`config.mk`:
```
export PLATFORM = sky130hd
export DESIGN_NAME = mpbf_front
export DESIGN_NICKNAME = d
export VERILOG_FILES = /design/src/mpbf_pkg.sv /design/src/mpbf_front.sv
export SDC_FILE = /design/constraint.sdc
export NUM_CORES = 1
export LEC_CHECK = 0
export ABC_AREA = 1
export BUFFER_PORTS_ARGS = -buffer_cell sky130_fd_sc_hd__buf_2
export CORE_AREA = 3 3 50 98
export DETAILED_ROUTE_END_ITERATION = 8
export DIE_AREA = 0 0 53 101
export PLACE_DENSITY_LB_ADDON = 0.2
export SYNTH_ARGS = -nofsm -noshare
export SYNTH_HDL_FRONTEND = slang
export SYNTH_SLANG_ARGS = --single-unit
export TNS_END_PERCENT = 30
```
`constraint.sdc`:
```
create_clock -name aclk -period 3.5 [get_ports aclk]
set_input_delay 0.35 -clock aclk [delete_from_list [all_inputs] [get_ports aclk]]
set_output_delay 0.35 -clock aclk [all_outputs]
set_load 0.05 [all_outputs]
```
`src/mpbf_pkg.sv`:
```
// package for the multi-pipe byte fifo: widths, command and status codes, shared structs
// no dependencies
`timescale 1ns / 1ps

package mpbf_pkg;

    localparam int NUM_PIPES_DEF  = 64;
    localparam int PIPE_DEPTH_DEF = 4096;
    localparam int MAX_READ_DEF   = 64;
    localparam int DESC_W         = 7;
    localparam int LIM_W          = 7;
    localparam int ST_W           = 3;
    localparam int CREATE_SPAN    = 64;

    typedef enum logic [1:0] {
        CMD_CREATE = 2'd0,
        CMD_WRITE  = 2'd1,
        CMD_READ   = 2'd2,
        CMD_CLOSE  = 2'd3
    } cmd_t;

    typedef enum logic [ST_W-1:0] {
        ST_OK      = 3'd0,
        ST_INVALID = 3'd1,
        ST_NOFREE  = 3'd2,
        ST_FULL    = 3'd3,
        ST_EMPTY   = 3'd4,
        ST_EOS     = 3'd5
    } status_t;

    typedef enum logic [1:0] {
        BK_IDLE,
        BK_DECIDE,
        BK_READ
    } bk_state_t;

    // item as handed from front to back
    typedef struct packed {
        cmd_t             cmd;
        logic [DESC_W-1:0] desc;
        logic [7:0]       data;
        logic [LIM_W-1:0] lim;
    } item_t;

    // one result beat
    typedef struct packed {
        status_t          status;
        logic [DESC_W-1:0] rdesc;
        logic [7:0]       obyte;
        logic             last;
    } result_t;

endpackage

```
`src/mpbf_front.sv`:
```
// front end: accepts command beats into a short queue toward the back end
// depends on mpbf_pkg
`timescale 1ns / 1ps

module mpbf_front (
    input  logic               aclk,
    input  logic               aresetn,
    input  logic               in_valid,
    output logic               in_ready,
    input  mpbf_pkg::item_t    in_item,
    output logic               q_valid,
    input  logic               q_ready,
    output mpbf_pkg::item_t    q_item
);

    localparam int QD = 2;

    mpbf_pkg::item_t q_mem [QD];
    logic            wp_reg, wp_next, rp_reg, rp_next;
    logic [1:0]      cnt_reg, cnt_next;
    logic            push, pop;

    assign in_ready = (cnt_reg != 2'(QD));
    assign q_valid  = (cnt_reg != 2'd0);
    assign q_item   = q_mem[rp_reg];
    assign push     = in_valid && in_ready;
    assign pop      = q_valid && q_ready;

    always_comb begin
        wp_next  = push ? ~wp_reg : wp_reg;
        rp_next  = pop ? ~rp_reg : rp_reg;
        cnt_next = cnt_reg + {1'b0, push} - {1'b0, pop};
    end

    always_ff @(posedge aclk) begin
        if (!aresetn) begin
            wp_reg  <= 1'b0;
            rp_reg  <= 1'b0;
            cnt_reg <= 2'd0;
        end else begin
            wp_reg  <= wp_next;
            rp_reg  <= rp_next;
            cnt_reg <= cnt_next;
        end
    end

    always_ff @(posedge aclk) begin
        if (push) begin
            q_mem[wp_reg] <= in_item;
        end
    end

    assert property (@(posedge aclk) disable iff (!aresetn) cnt_reg <= 2'(QD))
        else $error("queue count overflow");
    assert property (@(posedge aclk) disable iff (!aresetn)
        (cnt_reg == 2'd0 && !push) |=> !q_valid)
        else $error("queue valid without push");
    assert property (@(posedge aclk) disable iff (!aresetn)
        (q_valid && !q_ready) |=> q_valid)
        else $error("queue head lost without pop");

endmodule

```
# Word-level counts from Yosys, hierarchy flattened
# Memory sizes are Yosys's and may differ from the RTL's. A register that Yosys moved wholly into a read port is not among the register bits.
# Cells that the tools add are included.
[totals] output_inout_bits=26 memories=1 mem_bits_rw=48 ff_bits=4 word_cells=16 in_bits=28
[memory_table] memory="q_mem" words=2 width=24 rd=1 rd_clocked_by_memory_dff=1 write_ports=1 line_no="mpbf_front.sv:18" text="mpbf_pkg::item_t q_mem [QD];"
[classes] add_sub_neg=2 muxes=4 n_reduce_logical=3 bitwise=2 eq_ne=1
[op_table] op="1-bit two-way mux" n=4
[op_table] op="2-bit by 1-bit adder with 2-bit output" n=1
[op_table] op="1-bit logical AND" n=2
[op_table] op="2-bit != test, second input constant" n=1
[op_table] op="1-bit inverter" n=2
[op_table] op="2-bit nonzero test" n=1
[op_table] op="2-bit by 1-bit subtractor with 2-bit output" n=1

# Longest topological paths before layout
[depth] word_depth=4 mapped_depth=11 mapped_depth_nobuf=11

# Worst setup path before layout
# Ideal clock, no wire load.
[synth_path] path_type="register to register" from="reg cnt_reg[0]" to="mem q_mem[0][0] (netlist bit), enable pin" path_buffers=0 arrival_time_ps=1957 setup_slack_ps=1138 setup_time_ps=405 t_required_ps=3095 stages_incl_launch_ff=5 period_less_slack_ps=2362 path_cell_list="dfxtp_1 inv_1 nand2_1 nand2_1 nor2_1"
[synth_between] elab_chain_len=4
[synth_lines] item="start: declaration" line_no="mpbf_front.sv:20" text="logic [1:0] cnt_reg, cnt_next;"
[synth_lines] item="start signal: assignment" line_no="mpbf_front.sv:43" text="cnt_reg <= cnt_next;"
[synth_lines] item="2-bit != test" line_no="mpbf_front.sv:23" text="assign in_ready = (cnt_reg != 2'(QD));"
[synth_lines] item="via in_ready" line_no="mpbf_front.sv:9" text="output logic in_ready,"
[synth_lines] item="1-bit logical AND" line_no="mpbf_front.sv:26" text="assign push = in_valid && in_ready;"
[synth_lines] item="1-bit two-way mux" line_no="mpbf_front.sv:48" text="if (push) begin"
[synth_lines] item="1-bit two-way mux (not written as such)" line_no="mpbf_front.sv:49" text="q_mem[wp_reg] <= in_item;"
[synth_lines] item="end: declaration" line_no="mpbf_front.sv:18"
# The timed path passes the listed nets, and every way through them passes these cells.

==> reports/qor.yml <==
status: "complete, no violations"
rows: 34
grt_pass1_wl_microns: 4850
first_pass_iters: 4
tightest_slew_ps: 930
cts_resized: 0
synth_cell_type_count: 12
clock-sinks: 53
synth_seq_area_share: 0.742
antenna_found_initial: 0
finClkSkew_ps: 3.76
cts_root_buf: "clkbuf_8"
cp_data_arrival_time_ps: 1560
cts.clk_slew.worst_paths_ps: 80
holdCritPathClass: "in2reg"
r2r-start: "cnt_reg[0]$_SDFF_PN0_"
synth-edff-count: 48
largest_register_ffs: 48
fin_nets: 200
syn_area_sq_um: 2080
cts_setup_buffers: 0
final_area_sq_um: 2450
post-route-util: 0.571
finalSetupViolCount: 0
numCtsBuffers: 5
async_flop_share: 0
synthToLayoutAreaGrowth_pct: 18.1
drive_gt1_frac: 0.500
syn_area_per_cell_sq_um: 18.7
grt_max_degree: 25
grt_pass1_vias: 1130
tns_ps: 0
worst_setup_path_start_kind: "flop"
drt_iter0_drc: 29
synth_flop_cell: "edfxtp_1"
max_freq_ghz: 0.523
yosysMostFrequentCell: "edfxtp_1"
initial_core_util: 0.484
required_ps: 3150
power.density_nw_per_um2: 776
core_area_sq_um: 4300
cts_tree: "done"
cts-hold-fix-buffers: 0
final-hold-violation-count: 0
routedWlPerCell_microns: 13.7
ios: 54
min_period_ps: 1910
antenna_cells: 0
reg2reg_depth: 4
p_leak_nw: 1.00
rsz0062_at_grt: "false"
power.total_mw: 1.90
synth.area.top_cells: "edfxtp_1 69%, mux2_4 14%, dfxtp_1 4.8%, mux2_2 2.2%, buf_12 1.9%"
syn-num-nets: 141
crit_path_max_fanout: 24
die_w_microns: 53
drv_cap: 0
overflow: 0
yosysWarnings: 0
clk_latency_ps: 290
routed_via_density: 4.82
hpwlAfterDp_microns: 2250
synth_top_area_frac: 0.694
whs_ps: 246
hold_path_depth: 1
htreeDepth: 2
fin_crit_sh: 0.546
die_area_sq_um: 5350
fp.dieH_microns: 101
vias: 1080
relSlewSlack: 0.379
crit_path_end_kind: "output port"
port-buffer-count: 53
netlist_instances: 111
routabilityCongestion: 0.623
critPathKind: "reg2out"
synth_commonest_cells: "48 x edfxtp_1, 20 x mux2_4, 9 x nand2_1, 8 x nor2_1, 7 x inv_1"
drtAntennaViolNets: 0
placed_area_sq_um: 2380
vdd_drop_max_v: 0.000442
ys_ff_latch: 53
slew_viol_final: 0
drc_errors: 0
yosysTopAreaCell: "edfxtp_1"
cts_buffer_depth: 2
grtUsageTotal: 0.129
routed_wl_microns: 3070
worstHoldStart: "in_item[13]"
==> routing by layer <==
layer	track usage	wire length (microns)	vias to the layer above
li1	-	-	522
met1	0.109	981	519
met2	0.243	1780	33
met3	0.0474	240	6
met4	0.0650	72	0
met5	0	0	-
==> placed cells by master, fill, tap and decap left out <==
master / synthesis / final
clkinv_1: 0 / 1
clkbuf_1: 0 / 1
a21oi_1: 2 / 2
nor2_2: 0 / 1
mux2_2: 4 / 4
ha_1: 2 / 2
buf_2: 0 / 53
clkbuf_8: 0 / 5
edfxtp_1: 48 / 48
dfxtp_1: 5 / 5
nand3_1: 3 / 3
mux2_4: 20 / 20
nor2_1: 8 / 7
inv_1: 7 / 7
buf_4: 0 / 2
nand2_1: 9 / 9
==> cells by family (layout without fill, tap and decap cells) <==
kind of cell    Yosys count  count (layout)  synth area share
buf+inv                  10              69            0.0373
flops                    53              53             0.742
mux                      24              24             0.166
simple gates             20              20            0.0379
compound gates            2               2           0.00482
fa+ha+maj                 2               2            0.0120
==> report_power, final <==
part | total [mW] | switching (mW) | internal, mW | leakage, nW
Combinational | 0.769 | 0.531 | 0.238 | 0.476
Sequential | 0.835 | 0.0315 | 0.804 | 0.490
Clock | 0.300 | 0.165 | 0.135 | 0.0387
Total | 1.90 | 0.728 | 1.18 | 1.00
==> critical path, cell delays in order, from the launching register on <==
cell and delay [ps]:
dfxtp_1 320, buf_4 370, mux2_2 380, buf_2 210
==> path summary, 6_finish.rpt <==
kind                                               end  slack [ps]
worst max-delay path                         q_item[1]        1590
worst min-delay path            q_mem[0][13]$_DFFE_PP_         250
worst max register to register   q_mem[1][5]$_DFFE_PP_        1810
worst min register to register     rp_reg$_SDFFE_PN0P_         510
==> area by class of cell <==
| class | instances | area (sq um) |
|---|---|---|
| flip-flops and latches | 53 | 1540 |
| clock inverters | 1 | 3.75 |
| fillers | 348 | 1840 |
| multi-input cells | 48 | 462 |
| inverters | 7 | 26.3 |
| repair buffers | 55 | 280 |
| well taps | 54 | 67.6 |
| clock buffers | 6 | 72.6 |
==> through the flow <==
stage	setup WS (ps)	instances
2_1_floorplan	1140	111
3_3_place_gp	1870	217
3_5_place_dp	1760	217
4_1_cts	1540	224
5_1_grt	1500	224
6_report	1590	224
(Power assumes the default switching activity.)
